===== config.mk =====
export PLATFORM = sky130hd
export DESIGN_NAME = signed_varint_encoder
export DESIGN_NICKNAME = d
export VERILOG_FILES = /design/src/rtl/sve_pkg.sv /design/src/rtl/sve_front.sv /design/src/rtl/sve_shifter.sv /design/src/rtl/signed_varint_encoder.sv
export VERILOG_INCLUDE_DIRS = /design/src /design/src/rtl
export SDC_FILE = /design/constraint.sdc
export NUM_CORES = 1
export LEC_CHECK = 0
export BUFFER_PORTS_ARGS = -buffer_cell sky130_fd_sc_hd__buf_2
export CORE_MARGIN = 4
export CORE_UTILIZATION = 29
export DETAILED_ROUTE_END_ITERATION = 10
export GPL_TIMING_DRIVEN = 0
export SLEW_MARGIN = 5
export SYNTH_ARGS = -nofsm -noshare
export SYNTH_HDL_FRONTEND = slang
export SYNTH_HIERARCHICAL = 1
export SYNTH_SLANG_ARGS = --single-unit
export TNS_END_PERCENT = 50

===== constraint.sdc =====
create_clock -name clk -period 2.9 [get_ports clk]
set_input_delay 0.145 -clock clk [delete_from_list [all_inputs] [get_ports clk]]
set_output_delay 0.145 -clock clk [all_outputs]
set_load 0.1 [all_outputs]

===== src/rtl/signed_varint_encoder_assert.svh =====
`ifndef SIGNED_VARINT_ENCODER_ASSERT_SVH
`define SIGNED_VARINT_ENCODER_ASSERT_SVH

// same-cycle implication, checked on clk outside reset
`define SVE_ASSERT_NOW(lbl, ante, cons, msg) \
    lbl: assert property (@(posedge clk) disable iff (!rst_n) (ante) |-> (cons)) \
        else $error(msg);

// next-cycle implication, checked on clk outside reset
`define SVE_ASSERT_NEXT(lbl, ante, cons, msg) \
    lbl: assert property (@(posedge clk) disable iff (!rst_n) (ante) |=> (cons)) \
        else $error(msg);

`endif


===== src/rtl/sve_pkg.sv =====
package sve_pkg;

    localparam int unsigned VALUE_WIDTH = 32;
    localparam int unsigned GROUP_BITS  = 7;
    localparam int unsigned MAX_GROUPS  = 4;
    localparam int unsigned DIGIT_WIDTH = GROUP_BITS * MAX_GROUPS;
    localparam int unsigned LEAD_BITS   = 6;

    typedef logic [2:0] group_count_t;

    typedef struct packed {
        logic                   neg;
        logic [VALUE_WIDTH-1:0] mag;
    } sve_item_t;

endpackage


===== src/rtl/sve_front.sv =====
module sve_front
(
    input  logic                                clk,
    input  logic                                rst_n,
    input  logic signed [sve_pkg::VALUE_WIDTH-1:0] value,
    input  logic                                value_valid,
    output logic                                value_stall,
    input  logic                                item_take,
    output logic                                item_valid,
    output sve_pkg::sve_item_t                  item
);

    logic               hold_valid_reg;
    logic               hold_valid_next;
    sve_pkg::sve_item_t item_reg;
    sve_pkg::sve_item_t item_next;
    logic               accept;

    assign value_stall = hold_valid_reg && !item_take;
    assign accept      = value_valid && !value_stall;

    always_comb
    begin
        item_next.neg = value[sve_pkg::VALUE_WIDTH-1];
        item_next.mag = value[sve_pkg::VALUE_WIDTH-1]
                      ? (~value + 1'b1) : value;
        if (accept)
        begin
            hold_valid_next = 1'b1;
        end
        else if (item_take)
        begin
            hold_valid_next = 1'b0;
        end
        else
        begin
            hold_valid_next = hold_valid_reg;
        end
    end

    always_ff @(posedge clk or negedge rst_n)
    begin
        if (!rst_n)
        begin
            hold_valid_reg <= 1'b0;
        end
        else
        begin
            hold_valid_reg <= hold_valid_next;
        end
    end

    always_ff @(posedge clk)
    begin
        if (accept)
        begin
            item_reg <= item_next;
        end
    end

    assign item_valid = hold_valid_reg;
    assign item       = item_reg;

endmodule


===== src/rtl/sve_shifter.sv =====
module sve_shifter
(
    input  logic               clk,
    input  logic               rst_n,
    input  logic               item_valid,
    input  sve_pkg::sve_item_t item,
    output logic               item_take,
    output logic [7:0]         code_byte,
    output logic               last,
    output logic               code_valid,
    input  logic               code_stall
);

    logic [sve_pkg::DIGIT_WIDTH-1:0] digits_reg;
    logic [sve_pkg::DIGIT_WIDTH-1:0] digits_next;
    logic [sve_pkg::DIGIT_WIDTH-1:0] load_digits;
    sve_pkg::group_count_t           rem_reg;
    sve_pkg::group_count_t           rem_next;
    sve_pkg::group_count_t           groups;
    logic [sve_pkg::LEAD_BITS-1:0]   lead;
    logic                            out_valid_reg;
    logic                            out_valid_next;
    logic [7:0]                      byte_reg;
    logic [7:0]                      byte_next;
    logic                            last_reg;
    logic                            last_next;
    logic                            slot_free;
    logic                            load;
    logic                            emit;
    logic [sve_pkg::VALUE_WIDTH-1:0] mag;

    assign mag       = item.mag;
    assign slot_free = !out_valid_reg || !code_stall;
    assign emit      = slot_free && (rem_reg != '0);
    assign load      = slot_free && (rem_reg == '0) && item_valid;
    assign item_take = load;

    always_comb
    begin
        if (|mag[31:27])
        begin
            groups = 3'd4;
        end
        else if (|mag[26:20])
        begin
            groups = 3'd3;
        end
        else if (|mag[19:13])
        begin
            groups = 3'd2;
        end
        else if (|mag[12:6])
        begin
            groups = 3'd1;
        end
        else
        begin
            groups = 3'd0;
        end
    end

    always_comb
    begin
        case (groups)
            3'd4:
            begin
                lead        = {2'b00, mag[31:28]};
                load_digits = mag[27:0];
            end
            3'd3:
            begin
                lead        = mag[26:21];
                load_digits = {mag[20:0], 7'b0};
            end
            3'd2:
            begin
                lead        = mag[19:14];
                load_digits = {mag[13:0], 14'b0};
            end
            3'd1:
            begin
                lead        = mag[12:7];
                load_digits = {mag[6:0], 21'b0};
            end
            default:
            begin
                lead        = mag[5:0];
                load_digits = '0;
            end
        endcase
    end

    always_comb
    begin
        digits_next    = digits_reg;
        rem_next       = rem_reg;
        byte_next      = byte_reg;
        last_next      = last_reg;
        out_valid_next = out_valid_reg && code_stall;
        if (emit)
        begin
            rem_next       = rem_reg - 3'd1;
            byte_next      = {(rem_reg != 3'd1),
                              digits_reg[sve_pkg::DIGIT_WIDTH-1 -: sve_pkg::GROUP_BITS]};
            last_next      = (rem_reg == 3'd1);
            digits_next    = {digits_reg[sve_pkg::DIGIT_WIDTH-sve_pkg::GROUP_BITS-1:0],
                              {sve_pkg::GROUP_BITS{1'b0}}};
            out_valid_next = 1'b1;
        end
        else if (load)
        begin
            rem_next       = groups;
            byte_next      = {(groups != '0), item.neg, lead};
            last_next      = (groups == '0);
            digits_next    = load_digits;
            out_valid_next = 1'b1;
        end
    end

    always_ff @(posedge clk or negedge rst_n)
    begin
        if (!rst_n)
        begin
            out_valid_reg <= 1'b0;
            rem_reg       <= '0;
        end
        else
        begin
            out_valid_reg <= out_valid_next;
            rem_reg       <= rem_next;
        end
    end

    always_ff @(posedge clk)
    begin
        digits_reg <= digits_next;
        byte_reg   <= byte_next;
        last_reg   <= last_next;
    end

    assign code_byte  = byte_reg;
    assign last       = last_reg;
    assign code_valid = out_valid_reg;

    `include "signed_varint_encoder_assert.svh"

    `SVE_ASSERT_NOW(a_rem_range, 1'b1, rem_reg <= 3'd4, "remaining digit count out of range")
    `SVE_ASSERT_NOW(a_last_done, out_valid_reg && last_reg, rem_reg == '0, "digits after last")
    `SVE_ASSERT_NOW(a_more_left, out_valid_reg && !last_reg, rem_reg != '0, "no digits before last")
    `SVE_ASSERT_NEXT(a_load_shows, load, out_valid_reg, "loaded value produced no beat")

endmodule


===== src/rtl/signed_varint_encoder.sv =====
// An accepted value is registered in the input stage, and its first code byte is
// then registered in the shifter. One code byte per cycle while code_stall is low;
// a value gives 1 to 5 bytes (5 for magnitudes of 2^27 and above), 7-bit digits.
// A value is held in an input stage while the previous one is still shifting out.
// Reset (rst_n, asynchronous, active low) empties both stages; no pending bytes remain.
module signed_varint_encoder
(
    input  logic                                   clk,
    input  logic                                   rst_n,
    input  logic signed [sve_pkg::VALUE_WIDTH-1:0] value,
    input  logic                                   value_valid,
    output logic                                   value_stall,
    output logic [7:0]                             code_byte,
    output logic                                   last,
    output logic                                   code_valid,
    input  logic                                   code_stall
);

    logic               item_valid;
    logic               item_take;
    sve_pkg::sve_item_t item;

    sve_front u_front
    (
        .clk         (clk),
        .rst_n       (rst_n),
        .value       (value),
        .value_valid (value_valid),
        .value_stall (value_stall),
        .item_take   (item_take),
        .item_valid  (item_valid),
        .item        (item)
    );

    sve_shifter u_shifter
    (
        .clk        (clk),
        .rst_n      (rst_n),
        .item_valid (item_valid),
        .item       (item),
        .item_take  (item_take),
        .code_byte  (code_byte),
        .last       (last),
        .code_valid (code_valid),
        .code_stall (code_stall)
    );

endmodule

; ---- Word-level counts from Yosys, hierarchy flattened
; Index checks and enable logic that the tools add are counted.
; Widths: inputs -> output; s select.
[word_totals]
wordCells = 59
in_bits = 36
regBits = 75
out_inout_bits = 11
[classes]
mux = 19
reduce_logical = 21
n_bitwise = 1
eq_ne = 6
add_sub_neg = 2
[op_table]
columns = operator, n
row1 = $pmux 28 s4, 1
row2 = $mux 28, 2
row3 = $add 32x1->32 const B, 1
row4 = $not 32->32, 1
row5 = $mux 31, 1
row6 = $pmux 6 s4, 1
row7 = $reduce_or 7->1, 3
row8 = $mux 8, 2
row9 = $mux 3, 5
row10 = $mux 1, 7
row11 = $eq 3x1->1 const B, 2
row12 = $eq 3x2->1 const B, 2
row13 = $logic_and 1x1->1, 6
row14 = $logic_not 3->1, 2
row15 = $reduce_bool 3->1, 2
row16 = $reduce_or 5->1, 1
row17 = $logic_not 1->1, 4
row18 = $reduce_bool 2->1, 2
row19 = $eq 3x3->1 const B, 1
row20 = $ne 3x1->1 const B, 1
row21 = $sub 3x1->3 const B, 1
row22 = $logic_or 1x1->1, 1

; ---- Depth between registers and ports, before layout
; Gate-level depths: netlist of run 1.
[depth]
word_depth = 9
depth_mapped = 8
mapped_depth_nobuf = 8

; ---- Cells and area by module
; The synthesis of run 1 kept the hierarchy.
[modules_own_cells]
columns = module, n_inst, seq_area_each_um2, cells_per_inst, area_each_um2
row1 = sve_shifter, 1, 1141.1, 226, 2379.8
row2 = sve_front, 1, 1016.0, 135, 1808.0

; ---- Worst setup path after synthesis of run 1
; Ideal clock, no wire load.
[synth_timing]
kind = reg2reg
start = register u_shifter.out_valid_reg (netlist: u_shifter/code_valid)
end = register u_shifter.byte_reg[0] (netlist: u_shifter/code_byte[0]), enable pin
t_required_ps = 2501
path_buffers = 0
slack_ps = 212
arrival_ps = 2289
path_stages_with_launch = 6
period_less_slack_ps = 2688
setup_ps = 399
cell_sequence = dfrtp_1 nand2_1 nand3_1 inv_2 nor2_1 inv_1
[synth_via]
elab_chain_cells = 5
word_cells_on_any_way = 6
classes_between = 6 x reduce/logical
[synth_lines]
columns = element, line_no
row1 = start: declaration, sve_shifter.sv:21  ; logic out_valid_reg;
row2 = start signal: assignment, sve_shifter.sv:129  ; out_valid_reg <= out_valid_next;
row3 = $logic_not 1->1, sve_shifter.sv:33  ; assign slot_free = !out_valid_reg || !code_stall;
row4 = $logic_or 1x1->1, sve_shifter.sv:33
row5 = $logic_and 1x1->1 (2 in a row), sve_shifter.sv:35  ; assign load = slot_free && (rem_reg == '0) && item_valid;
row6 = via item_take, signed_varint_encoder.sv:20  ; logic item_take;
row7 = $reduce_bool 2->1 (no line), -
row8 = end signal: assignment, sve_shifter.sv:137  ; byte_reg <= byte_next;
row9 = end: declaration, sve_shifter.sv:23  ; logic [7:0] byte_reg;
; The timed path passes the listed nets, and every way through them passes these cells.
; A chain may end at the register's enable or synchronous reset.

; ---- Final worst setup path of run 1
[layout_timing]
start = register u_shifter.rem_reg[0]
end = register u_shifter.last_reg (netlist: u_shifter/last), enable pin
[layout_via]
elab_chain_cells = 4
word_cells_on_any_way = 6
classes_between = 6 x reduce/logical
[layout_lines]
columns = element, line_no
row1 = start: declaration, sve_shifter.sv:17  ; sve_pkg::group_count_t rem_reg;
row2 = start signal: assignment, sve_shifter.sv:130  ; rem_reg <= rem_next;
row3 = $logic_not 3->1, sve_shifter.sv:35
row4 = $logic_and 1x1->1 (2 in a row), sve_shifter.sv:35
row5 = via item_take, signed_varint_encoder.sv:20
row6 = $reduce_bool 2->1 (no line), -
row7 = end signal: assignment, sve_shifter.sv:138  ; last_reg <= last_next;
row8 = end: declaration, sve_shifter.sv:25  ; logic last_reg;
; The timed path passes the listed nets, and every way through them passes these cells.

==> impl_summary.txt, run 1 <==
----------------------------------------------------
[Die]
  Chip height ... between 100 and 150 um
  Standard cell core area ... 13990 um2
  Number of placement rows ... 43
  Floorplan die width ... roughly 130 um
  Initial cell density of the core ... 0.2994
  Ports placed on the boundary ... 47
  Die area ... approximately 16000 um2

[Place]
  Minimum setup slack after placement ... -0.2218 ns
  Placed wire-length estimate after detailed placement ... between 8000 and 9000 um
  Total of buffers placed on input and output ports ... 46
  Gp weighted congestion ... between 0.9 and 1

[Worst setup path]
  Reg-to-reg critical path endpoint ... u_shifter/last
  Critical Path RT ... 2.87 ns
  CP max stage cell ... sky130_fd_sc_hd__clkinvlp_4
  Critical path class ... flip-flop to flip-flop
  Worst path top cell family by delay ... simple AND/OR/NAND/NOR gates
  Critical Path End Type ... flip-flop
  Cell depth of the worst setup path ... 7
  Cell-by-cell listing of the critical path ... inv_1, ha_1, nor2b_1, nand3_1, inv_2, nor2_2, clkinvlp_4
  Stage delay of the slowest cell on the critical path ... 0.58 ns
  Setup slack of the worst register-to-register path ... about 0.15 ns
  Worst Path Buf+Inv ... 3
  Critical path peak fanout ... 15
  Data arrival time of the critical path ... 2.72 ns
  Worst r2r path cells ... 7
  Startpoint class of the critical path ... flip-flop
  Critical R2R Launch ... u_shifter/rem_reg[0]

[Drt]
  Routed wire per std cell ... between 15 and 20 um
  Wire length on met1 ... about 5000 um
  Via total after detailed routing ... between 3000 and 4000
  Highest metal used ... met4
  Final routed DRC violation total ... 0
  First-pass iteration count of the detailed router ... 6
  Routed wl met2 ... between 5000 and 6000 um
  Detailed-route vias per instance ... 5.585
  Iter 0 DRT Violations ... between 300 and 400
  Detail Route Antenna Nets ... 0
  Routed wire length on met3 ... approximately 860 um
  Final Routed Wirelength ... around 11000 um

[Finish]
  Nets@finish ... 463
  Fillers ... between 1000 and 1500
  Relative area change from synthesis to final layout ... 19.57%
  Antenna diode count ... 0
  Ratio of cells with drive above 1 in the final layout ... 0.2482
  Final Util ... 0.3580
  Flip-flop count of the largest register, all copies and words added ... 33

[Global route]
  Initial antenna violation count ... 0
  Tot GR Track Use ... 0.1433
  Number of global-route vias before repair ... between 3000 and 4000
  Largest net degree at the start of global routing ... 20
  Global-route wire length before repair ... roughly 18000 um
  Total congestion overflow ... 0

[Logic synthesis]
  Cell variety after synth ... between 50 and 60
  Per-instance average area after synthesis ... 11.60 um2
  Async set-reset flop share out of synthesis ... 0.06667
  Leading register cell type out of synthesis ... sky130_fd_sc_hd__edfxtp_1
  Count of warnings emitted by yosys ... 6
  Proportion of synthesized chip area in sequential cells ... 0.5151
  Number of flops mapped to enable cells by yosys ... 63
  Synth Net Count ... 402
  Synth Register Bits ... between 70 and 80
  Number of cells produced by synthesis ... roughly 360
  Summed instance area of the synthesized netlist ... 4188 um2

[Timing]
  Setup tns final ... 0 ns
  Worst clock skew on the final layout ... approximately 0.0072 ns
  Top achievable clock speed ... about 360 MHz
  Period utilisation layout ... 0.9498
  Hold violation count in the final report ... 0
  Min Clock Period, post-route ... 2.754 ns
  Rel. slew slack ... 0.5258
  Least setup slack across all paths after layout ... ~0.15 ns
  Setup Viol. Count Final ... 0
  Unrepaired setup endpoints after global routing ... no
  Max-slew violation total from the final report ... 0
  Worst slew pin tran ... 0.7113 ns

[Clock network]
  Total CTS buffers ... 9
  Setup repair bufs after CTS ... 0
  Clock transition at the registers of the reported paths ... 0.06 ns
  Clk root buf ... sky130_fd_sc_hd__clkbuf_16
  Maximum clock insertion buffer count ... 2
  CTS sink count ... 75
  TritonCTS clock tree ... yes
  CTS HTree Levels ... 3
  Source-to-sink clock delay at the later pin of the worst-skew pair ... between 0.3 and 0.4 ns

[Pwr]
  Power density over cell area ... between 800 and 900 nW/um2
  Static leakage ... around 1.7 nW
  Maximum resistive drop on vdd ... 264.6 uV

[Hold path]
  Hold Path Stages ... 1
  Hold crit path type ... input port to flip-flop
  Critical hold path startpoint ... value[0]
  Min-Delay Endpoint ... u_front/item[0]

[Run status]
  Status ... complete, no violations

[Run]
  Max Cap Viol ... 0

----------------------------------------------------
[layer usage]
metal  track usage  vias to the layer above
li1              -                     1554
met1        0.1869                     1637
met2        0.2160                      167
met3       0.02708                       32
met4       0.09488                        0
met5             0                        -
[final cells by class]
cell class	count	area [um2]	share of cell area
flip-flops and latches	75	2157	0.4308
inverters	15	60.06	0.01199
clock buffers	9	225.2	0.04498
plain buffers	17	93.84	0.01874
well taps	180	225.2	0.04498
repair inverters	1	7.507	0.001499
multi-input cells	254	1884	0.3763
repair buffers	49	277.8	0.05547
clock inverters	7	76.32	0.01524
[layout by cell type (no fill, tap or decap), types with 3 or more instances in the layout]
cell type / netlist / layout
sky130_fd_sc_hd__a211oi_1: 4 / 4
sky130_fd_sc_hd__a21oi_1: 5 / 5
sky130_fd_sc_hd__a221oi_1: 3 / 3
sky130_fd_sc_hd__a222oi_1: 20 / 20
sky130_fd_sc_hd__a22o_1: 7 / 7
sky130_fd_sc_hd__a22oi_1: 3 / 3
sky130_fd_sc_hd__a22oi_2: 4 / 4
sky130_fd_sc_hd__a32oi_1: 6 / 6
sky130_fd_sc_hd__and2_1: 4 / 3
sky130_fd_sc_hd__buf_2: 6 / 52
sky130_fd_sc_hd__buf_6: 3 / 3
sky130_fd_sc_hd__clkbuf_1: 6 / 6
sky130_fd_sc_hd__clkbuf_16: 0 / 9
sky130_fd_sc_hd__clkinvlp_4: 0 / 3
sky130_fd_sc_hd__dfrtp_1: 5 / 5
sky130_fd_sc_hd__dfxtp_1: 7 / 7
sky130_fd_sc_hd__edfxtp_1: 63 / 63
sky130_fd_sc_hd__ha_1: 5 / 5
sky130_fd_sc_hd__inv_1: 13 / 12
sky130_fd_sc_hd__nand2_1: 54 / 54
sky130_fd_sc_hd__nand2b_1: 3 / 3
sky130_fd_sc_hd__nand3_1: 3 / 3
sky130_fd_sc_hd__nand3b_1: 3 / 3
sky130_fd_sc_hd__nand4_2: 3 / 3
sky130_fd_sc_hd__nor2_1: 13 / 12
sky130_fd_sc_hd__nor2_2: 3 / 4
sky130_fd_sc_hd__nor3_1: 6 / 6
sky130_fd_sc_hd__nor3_2: 3 / 3
sky130_fd_sc_hd__nor4_1: 3 / 3
sky130_fd_sc_hd__nor4_4: 3 / 3
sky130_fd_sc_hd__o21ai_0: 11 / 11
sky130_fd_sc_hd__o21ai_1: 5 / 5
sky130_fd_sc_hd__o22ai_1: 6 / 6
sky130_fd_sc_hd__o31ai_1: 11 / 11
sky130_fd_sc_hd__o41ai_2: 6 / 6
sky130_fd_sc_hd__xnor2_1: 29 / 29
[report_power, final]
part | switching (mW) | internal (mW) | total [mW] | leakage (nW)
clock network | 0.450 | 0.671 | 1.12 | 0.144
registers | 0.219 | 1.61 | 1.83 | 0.712
logic | 1.03 | 0.383 | 1.41 | 0.881
total | 1.70 | 2.66 | 4.36 | 1.74
[cells by family (layout without fill, tap and decap cells)]
family | Yosys count | in the layout | share of synthesized area
and+or+nand+nor | 116 | 116 | 0.1613
AOI/OAI and AO/OA | 104 | 104 | 0.2121
DFF | 75 | 75 | 0.5151
buffers and inverters | 32 | 98 | 0.03585
xor gates and xnor gates | 29 | 29 | 0.06065
adders and majority gates | 5 | 5 | 0.01494
[how the worst max path moves through the flow]
stage,startpoint,end,slack (ns)
finish,u_shifter/rem_reg[0],u_shifter/last,0.15
global route,u_shifter/rem_reg[0],u_shifter/digits_reg[22],0.004
CTS,u_shifter/rem_reg[0],u_front/item[32],0.11
detailed placement,u_shifter/rem_reg[0],u_shifter/digits_reg[22],-0.22
global placement,u_shifter/rem_reg[0],u_shifter/code_byte[2],-0.16
floorplan,u_shifter/code_valid,u_shifter/code_byte[0],0.21
[cell usage after synthesis, types with 3 or more instances]
master / number / area [um2]
sky130_fd_sc_hd__a32oi_1: 6 / 52.55
sky130_fd_sc_hd__a22oi_1: 3 / 22.52
sky130_fd_sc_hd__nor2_2: 3 / 18.77
sky130_fd_sc_hd__o21ai_1: 5 / 25.02
sky130_fd_sc_hd__dfrtp_1: 5 / 125.1
sky130_fd_sc_hd__o21ai_0: 11 / 55.05
sky130_fd_sc_hd__nor4_4: 3 / 63.81
sky130_fd_sc_hd__a21oi_1: 5 / 25.02
sky130_fd_sc_hd__and2_1: 4 / 25.02
sky130_fd_sc_hd__a221oi_1: 3 / 26.28
sky130_fd_sc_hd__nor2_1: 13 / 48.80
sky130_fd_sc_hd__nor4_1: 3 / 18.77
sky130_fd_sc_hd__a222oi_1: 20 / 200.2
sky130_fd_sc_hd__o22ai_1: 6 / 37.54
sky130_fd_sc_hd__buf_2: 6 / 30.03
sky130_fd_sc_hd__nand2_1: 54 / 202.7
sky130_fd_sc_hd__xnor2_1: 29 / 254.0
sky130_fd_sc_hd__dfxtp_1: 7 / 140.1
sky130_fd_sc_hd__nand2b_1: 3 / 18.77
sky130_fd_sc_hd__nand3_1: 3 / 15.01
sky130_fd_sc_hd__inv_1: 13 / 48.80
sky130_fd_sc_hd__a211oi_1: 4 / 30.03
sky130_fd_sc_hd__clkbuf_1: 6 / 22.52
sky130_fd_sc_hd__nor3_1: 6 / 30.03
sky130_fd_sc_hd__ha_1: 5 / 62.56
sky130_fd_sc_hd__nand3b_1: 3 / 22.52
sky130_fd_sc_hd__nor3_2: 3 / 30.03
sky130_fd_sc_hd__o41ai_2: 6 / 97.59
sky130_fd_sc_hd__edfxtp_1: 63 / 1892
sky130_fd_sc_hd__buf_6: 3 / 33.78
sky130_fd_sc_hd__a22oi_2: 4 / 50.05
sky130_fd_sc_hd__a22o_1: 7 / 61.31
sky130_fd_sc_hd__nand4_2: 3 / 37.54
sky130_fd_sc_hd__o31ai_1: 11 / 82.58
[stage by stage]
stage | area, um2 | instances | hold WS (ns) | power [mW]
after floorplan | 4188 | 361 | -0.1506 | 2.816
after global placement | 4643 | 587 | -0.03570 | 3.173
after detailed placement | 4671 | 588 | -0.03149 | 3.224
after CTS | 5006 | 607 | 0.03718 | 4.381
after global routing | 5007 | 607 | 0.04659 | 4.561
final | 5007 | 607 | 0.05426 | 4.361
[repair_timing]
action                                  CTS  global route
hold buffers                              2             0
resized for setup                         3             1
endpoints found under the setup margin   30            19
cloned                                    1             0
hold endpoints to repair                  6             0
Power figures use the tool's default switching activity.
==> inputs of run 2 (changes only) <==
--- a/config.mk
+++ b/config.mk
@@ -11,6 +11,7 @@
 export CORE_UTILIZATION = 29
 export DETAILED_ROUTE_END_ITERATION = 10
 export GPL_TIMING_DRIVEN = 0
+export MAX_ROUTING_LAYER = met4
 export SLEW_MARGIN = 5
 export SYNTH_ARGS = -nofsm -noshare
 export SYNTH_HDL_FRONTEND = slang
==> run 2 against run 1 <==
Sequential share of layout area fell by 0.25 points. Critical path type unchanged. Critical endpoint is now u_shifter/code_byte[3]. Largest power group unchanged. Non-clock buffer count did not move. Worst hold slack lost 0.043 ns. Sequential cell count did not move. Global-route usage up 0.37 points. Die area unchanged. Clock power rose by 15%.
==> impl_summary.txt, run 2 (same netlist as run 1, synthesis figures left out) <==
----------------------------------------------------
[Drt]
  Final routed DRC violation total ... 0
  Detail Route Antenna Nets ... 0
  Iter 0 DRT Violations ... a little under 400
  Wire length on met1 ... about 4900 um
  Highest metal used ... met4
  Routed wire per std cell ... roughly 19 um
  First-pass iteration count of the detailed router ... 9
  Routed wl met2 ... between 5000 and 6000 um
  Detailed-route vias per instance ... roughly 5.6
  Routed wire length on met3 ... 1016 um
  Via total after detailed routing ... around 3400
  Final Routed Wirelength ... ~11000 um

[Die]
  Ports placed on the boundary ... 47
  Chip height ... between 100 and 150 um
  Die area ... around 16000 um2
  Number of placement rows ... 43
  Standard cell core area ... ~14000 um2
  Initial cell density of the core ... 0.2994
  Floorplan die width ... approximately 130 um

[Pwr]
  Power share of the combinational group ... 0.313
  Internal Power ... around 2.8 mW
  Maximum resistive drop on vdd ... between 200 and 300 uV
  Power density over cell area ... ~900 nW/um2
  Sw Ratio ... 0.3730
  Register share of total power ... 0.403
  Clock share of power ... 0.284
  Total net switching power ... 1.687 mW
  Static leakage ... 1.757 nW

[Place]
  Total of buffers placed on input and output ports ... between 40 and 50
  Area after detailed placement ... around 4700 um2
  Minimum setup slack after placement ... -0.2747 ns
  Placed wire-length estimate after detailed placement ... around 8400 um
  Gp weighted congestion ... 0.9260

[Worst setup path]
  Cell-by-cell listing of the critical path ... inv_1, ha_1, nor2b_1, a21oi_1, clkbuf_1, a211oi_1, a21oi_1
  Most used cell, CP ... sky130_fd_sc_hd__a21oi_1
  Critical path class ... flip-flop to flip-flop
  Critical Path RT ... slightly above 3 ns
  Critical path peak fanout ... 10
  Startpoint class of the critical path ... flip-flop
  Critical Path End Type ... flip-flop
  CP max stage cell ... sky130_fd_sc_hd__a21oi_1
  Data arrival time of the critical path ... ~2.8 ns
  Stage delay of the slowest cell on the critical path ... between 0.6 and 0.7 ns

[Hold path]
  Hold crit path type ... input port to flip-flop

[Clock network]
  Source-to-sink clock delay at the later pin of the worst-skew pair ... 0.34 ns
  Total CTS buffers ... 9
  CTS HTree Levels ... 3
  Clk root buf ... sky130_fd_sc_hd__clkbuf_16
  Maximum clock insertion buffer count ... 2
  TritonCTS clock tree ... yes
  Clock transition at the registers of the reported paths ... 0.06 ns
  CTS sink count ... 75

[Timing]
  Period utilisation layout ... 0.8909
  Worst clock skew on the final layout ... 0.007273 ns
  Least setup slack across all paths after layout ... 0.3164 ns
  Hold violation count in the final report ... 0
  Max-slew violation total from the final report ... 0
  Min Clock Period, post-route ... between 2 and 3 ns
  Unrepaired setup endpoints after global routing ... no
  Rel. slew slack ... 0.4694
  Setup Viol. Count Final ... 0
  Hold_ws ... about 0.011 ns
  Top achievable clock speed ... between 300 and 400 MHz
  Worst slew pin tran ... 0.7959 ns

[Global route]
  Initial antenna violation count ... 0
  Tot GR Track Use ... 0.1470
  Number of global-route vias before repair ... about 3300
  Global-route wire length before repair ... approximately 18000 um
  Total congestion overflow ... 0
  Largest net degree at the start of global routing ... 23

[Finish]
  Relative area change from synthesis to final layout ... 20.26%
  Antenna diode count ... 0
  Sequential Area ... 2157 um2
  Ratio of cells with drive above 1 in the final layout ... 0.2482
  Fillers ... between 1000 and 1500
  Final Util ... 0.3600
  Post-layout instance area ... approximately 5000 um2
  Most frequent cells in the layout ... sky130_fd_sc_hd__edfxtp_1 (63), sky130_fd_sc_hd__nand2_1 (54), sky130_fd_sc_hd__buf_2 (52)
  Flip-flop count of the largest register, all copies and words added ... 33
  Nets@finish ... 463
  Most common cell after layout, fill and taps aside ... sky130_fd_sc_hd__edfxtp_1
  Area taken by multi-input logic gates ... 1889 um2

[Run status]
  Status ... complete, no violations

[Run]
  Max Cap Viol ... 0

----------------------------------------------------
==> run 2: worst max-delay path: cells and delay by family (launching register included) <==
family / cells / cell delay, ns
adders and majority gates: 1 / 0.22
DFF: 1 / 0.39
buffers and inverters: 2 / 0.62
AOI/OAI and AO/OA: 3 / 1.03
and+or+nand+nor: 1 / 0.17
==> run 2: timing repair <==
action | CTS | global route
pin swaps | 0 | 0
gates cloned | 1 | 0
hold buffers | 1 | 0
resized for setup | 3 | 2
hold endpoints to repair | 5 | 0
buffers inserted | 0 | 1
setup endpoints to repair | 30 | 52
==> run 2: per-layer routing <==
metal  vias up  global-route usage
met2       204              0.2163
li1       1555                   -
met5         -                   -
met3        34             0.02750
met1      1579              0.1920
met4         0             0.07803
==> run 2: path summary, 6_finish.rpt <==
path,start,to,slack (ns),cells after the start
worst max register to register,u_shifter/rem_reg[0],u_shifter/code_byte[3],0.32,7
min in group asynchronous,rst_n,u_shifter/rem_reg[0],0.15,2
max in group asynchronous,rst_n,u_shifter/rem_reg[2],2.61,2
worst min-delay path,value_valid,u_front/item_valid,0.01,2
worst max-delay path,u_shifter/rem_reg[0],u_shifter/code_byte[3],0.32,7
worst min register to register,u_shifter/digits_reg[4],u_shifter/digits_reg[4],0.47,1
==> run 2: area by class of cell <==
class,instances,share of cell area
multi-input combinational,254,0.3752
clock buffer,10,0.04547
timing repair inverter,1,0.001491
tap,180,0.04472
sequential,75,0.4283
buffer,17,0.01863
timing repair buffer,49,0.05217
clock inverter,6,0.02211
inverter,15,0.01193
==> run 2: power by group through the flow <==
stage | Clock [mW] | Combinational [mW] | Sequential, mW
finish | 1.29 | 1.42 | 1.82
global route | 1.36 | 1.52 | 1.86
CTS | 1.32 | 1.40 | 1.82
detailed placement | 0 | 1.37 | 1.84
global placement | 0 | 1.34 | 1.85
floorplan | 0 | 0.677 | 2.14
==> run 2: metrics by stage <==
stage	cells	power [mW]	setup TNS (ns)
after floorplan	361	2.816	0
after global placement	587	3.180	-9.268
after detailed placement	588	3.211	-8.191
after CTS	606	4.533	0
after global routing	607	4.741	0
final	607	4.524	0
==> inputs of run 3 (changes only) <==
--- a/config.mk
+++ b/config.mk
@@ -12,6 +12,7 @@
 export DETAILED_ROUTE_END_ITERATION = 10
 export GPL_TIMING_DRIVEN = 0
 export MAX_ROUTING_LAYER = met4
+export RECOVER_POWER = 100
 export SLEW_MARGIN = 5
 export SYNTH_ARGS = -nofsm -noshare
 export SYNTH_HDL_FRONTEND = slang
==> run 3 against run 2 <==
Clock power barely moved. Die area unchanged. Global-route usage did not move. Clock skew decreased by 0.0015 ns. Fmax is 1.5% lower. Via count is 1.2% lower. Largest cell class unchanged. Routed wire length grew 0.75%. Register-to-register slack got worse by 0.04 ns. Non-clock buffer count stayed put. Worst hold slack about the same. Utilization decreased by 0.90 points. First-iteration DRC count fell by 2.8%.
==> impl_summary.txt, run 3 (same netlist as run 1, synthesis figures left out) <==
----------------------------------------------------
[Timing]
  Setup tns final ... 0 ns
  Period utilisation layout ... 0.9049
  Top achievable clock speed ... 381.1 MHz
  Setup Viol. Count Final ... 0
  Worst slew pin tran ... approximately 1.2 ns
  Hold violation count in the final report ... 0
  Least setup slack across all paths after layout ... between 0.2 and 0.3 ns
  Unrepaired setup endpoints after global routing ... no
  Rel. slew slack ... 0.2191
  Max-slew violation total from the final report ... 0
  Worst clock skew on the final layout ... between 0.005 and 0.006 ns
  Min Clock Period, post-route ... 2.624 ns

[Finish]
  Nets@finish ... 463
  Most common cell after layout, fill and taps aside ... sky130_fd_sc_hd__edfxtp_1
  Flip-flop count of the largest register, all copies and words added ... 33
  Number of non-filler instances in the completed layout ... 607
  Relative area change from synthesis to final layout ... 17.24%
  Antenna diode count ... 0
  Ratio of cells with drive above 1 in the final layout ... 0.1780
  Most frequent cells in the layout ... sky130_fd_sc_hd__edfxtp_1 (63), sky130_fd_sc_hd__nand2_1 (54), sky130_fd_sc_hd__buf_2 (36)

[Worst setup path]
  Critical Path End Type ... flip-flop
  Startpoint class of the critical path ... flip-flop
  Setup slack of the worst register-to-register path ... between 0.2 and 0.3 ns
  Critical path class ... flip-flop to flip-flop
  Worst r2r path cells ... 8
  Reg-to-reg critical path endpoint ... u_shifter/code_byte[3]
  Critical path peak fanout ... 10
  Critical Path RT ... 2.97 ns
  Critical R2R Launch ... u_shifter/rem_reg[0]
  Data arrival time of the critical path ... 2.70 ns

[Place]
  Gp weighted congestion ... just over 0.9
  Total placed cells including tap cells ... 588
  Placed wire-length estimate after detailed placement ... ~8400 um
  Minimum setup slack after placement ... -0.2747 ns
  Total of buffers placed on input and output ports ... 46

[Drt]
  Detail Route Antenna Nets ... 0
  First-pass iteration count of the detailed router ... 8
  Detailed-route vias per instance ... approximately 5.5
  Final routed DRC violation total ... 0
  Final Routed Wirelength ... 11450 um
  Via total after detailed routing ... ~3300
  Iter 0 DRT Violations ... a little under 400
  Routed wire per std cell ... approximately 19 um

[Die]
  Ports placed on the boundary ... 47
  Standard cell core area ... 13990 um2
  Initial cell density of the core ... 0.2994
  Die area ... around 16000 um2
  Chip height ... 128.2 um
  Floorplan die width ... ~130 um
  Number of placement rows ... 43

[Pwr]
  Static leakage ... roughly 1.7 nW
  Power density over cell area ... around 910 nW/um2
  Maximum resistive drop on vdd ... about 300 uV

[Run status]
  Status ... complete, no violations

[Clock network]
  Clk root buf ... sky130_fd_sc_hd__clkbuf_16
  CTS HTree Levels ... 3
  Maximum clock insertion buffer count ... 2
  Clock transition at the registers of the reported paths ... ~0.060 ns
  Total CTS buffers ... 9
  Source-to-sink clock delay at the later pin of the worst-skew pair ... approximately 0.34 ns
  TritonCTS clock tree ... yes
  CTS sink count ... 75

[Global route]
  Tot GR Track Use ... 0.1470
  Total congestion overflow ... 0
  Met3 usage ... 0.02750
  Largest net degree at the start of global routing ... 23
  Global-route wire length before repair ... ~18000 um
  Number of global-route vias before repair ... 3349
  Initial antenna violation count ... 0
  GRT met2 Usage ... 0.2163
  GR peak layer ... met2
  GR met1 Demand/Resource ... 0.1920

[Hold path]
  Hold crit path type ... input port to flip-flop
  Min-Delay Endpoint ... u_front/item_valid
  Hold Path Stages ... 2
  Critical hold path startpoint ... value_valid

[Run]
  Max Cap Viol ... 0

----------------------------------------------------
run 3: changes by cell type in the layout (fill, tap and decap cells not counted), moves of 3 or more:
cell and change:
sky130_fd_sc_hd__clkbuf_1 +16, sky130_fd_sc_hd__nand4_1 +3, sky130_fd_sc_hd__buf_2 -16, sky130_fd_sc_hd__o41ai_2 -6
sky130_fd_sc_hd__o41ai_1 +6
run 3: repair_timing:
action	CTS	global route
gates cloned	1	0
resized for setup	3	2
setup endpoints to repair	30	52
hold buffers	1	0
hold endpoints to repair	5	0
setup buffers	0	1
run 3: through the flow:
stage | cell area, um2 | util | power [mW] | hold WS [ns]
detailed placement | 4658 | 0.3330 | 3.211 | -0.03134
floorplan | 4188 | - | 2.816 | -0.1506
finish | 4910 | 0.3510 | 4.486 | 0.01098
CTS | 5022 | 0.3590 | 4.533 | 0.001674
global route | 4910 | 0.3510 | 4.702 | 0.02612
global placement | 4643 | 0.3319 | 3.180 | -0.03376
run 3: layout make-up:
cell class              instances  area, um2
repair buffers                 49      242.7
plain buffers                  17      92.59
fillers                      1407       9079
clock buffers                  10      229.0
repair inverters                1      7.507
multi-input cells             254       1784
flip-flops and latches         75       2157
inverters                      15      60.06
well taps                     180      225.2
clock inverters                 6      111.4
run 3: worst max-delay path by stage:
stage                    startpoint                endpoint
2_1_floorplan  u_shifter/code_valid  u_shifter/code_byte[0]
3_3_place_gp   u_shifter/rem_reg[0]  u_shifter/code_byte[2]
3_5_place_dp   u_shifter/rem_reg[0]  u_shifter/code_byte[6]
4_1_cts        u_shifter/rem_reg[0]  u_shifter/code_byte[6]
5_1_grt        u_shifter/rem_reg[0]  u_shifter/code_byte[3]
6_report       u_shifter/rem_reg[0]  u_shifter/code_byte[3]
run 3: power breakdown:
group	switching (mW)	total [mW]	internal [mW]
Sequential	0.220	1.83	1.61
Clock	0.438	1.28	0.844
Combinational	1.02	1.37	0.355
Total	1.68	4.49	2.81
run 3: critical path: stages (launching register included):
cell                       delay, ns
sky130_fd_sc_hd__dfrtp_1        0.41
sky130_fd_sc_hd__inv_1          0.10
sky130_fd_sc_hd__ha_1           0.19
sky130_fd_sc_hd__nor2b_1        0.26
sky130_fd_sc_hd__a21o_1         0.12
sky130_fd_sc_hd__clkbuf_1       0.44
sky130_fd_sc_hd__nand4_1        0.47
sky130_fd_sc_hd__o22ai_1        0.29
sky130_fd_sc_hd__a21oi_1        0.08
run 3: metal layers:
layer | part of all wire | wire [um] | vias to the layer above
li1 | - | - | 1553
met2 | 0.44 | 5060 | 180
met4 | 0.029 | 332 | 0
met1 | 0.44 | 5086 | 1567
met3 | 0.084 | 967 | 31
met5 | 0 | 0 | -
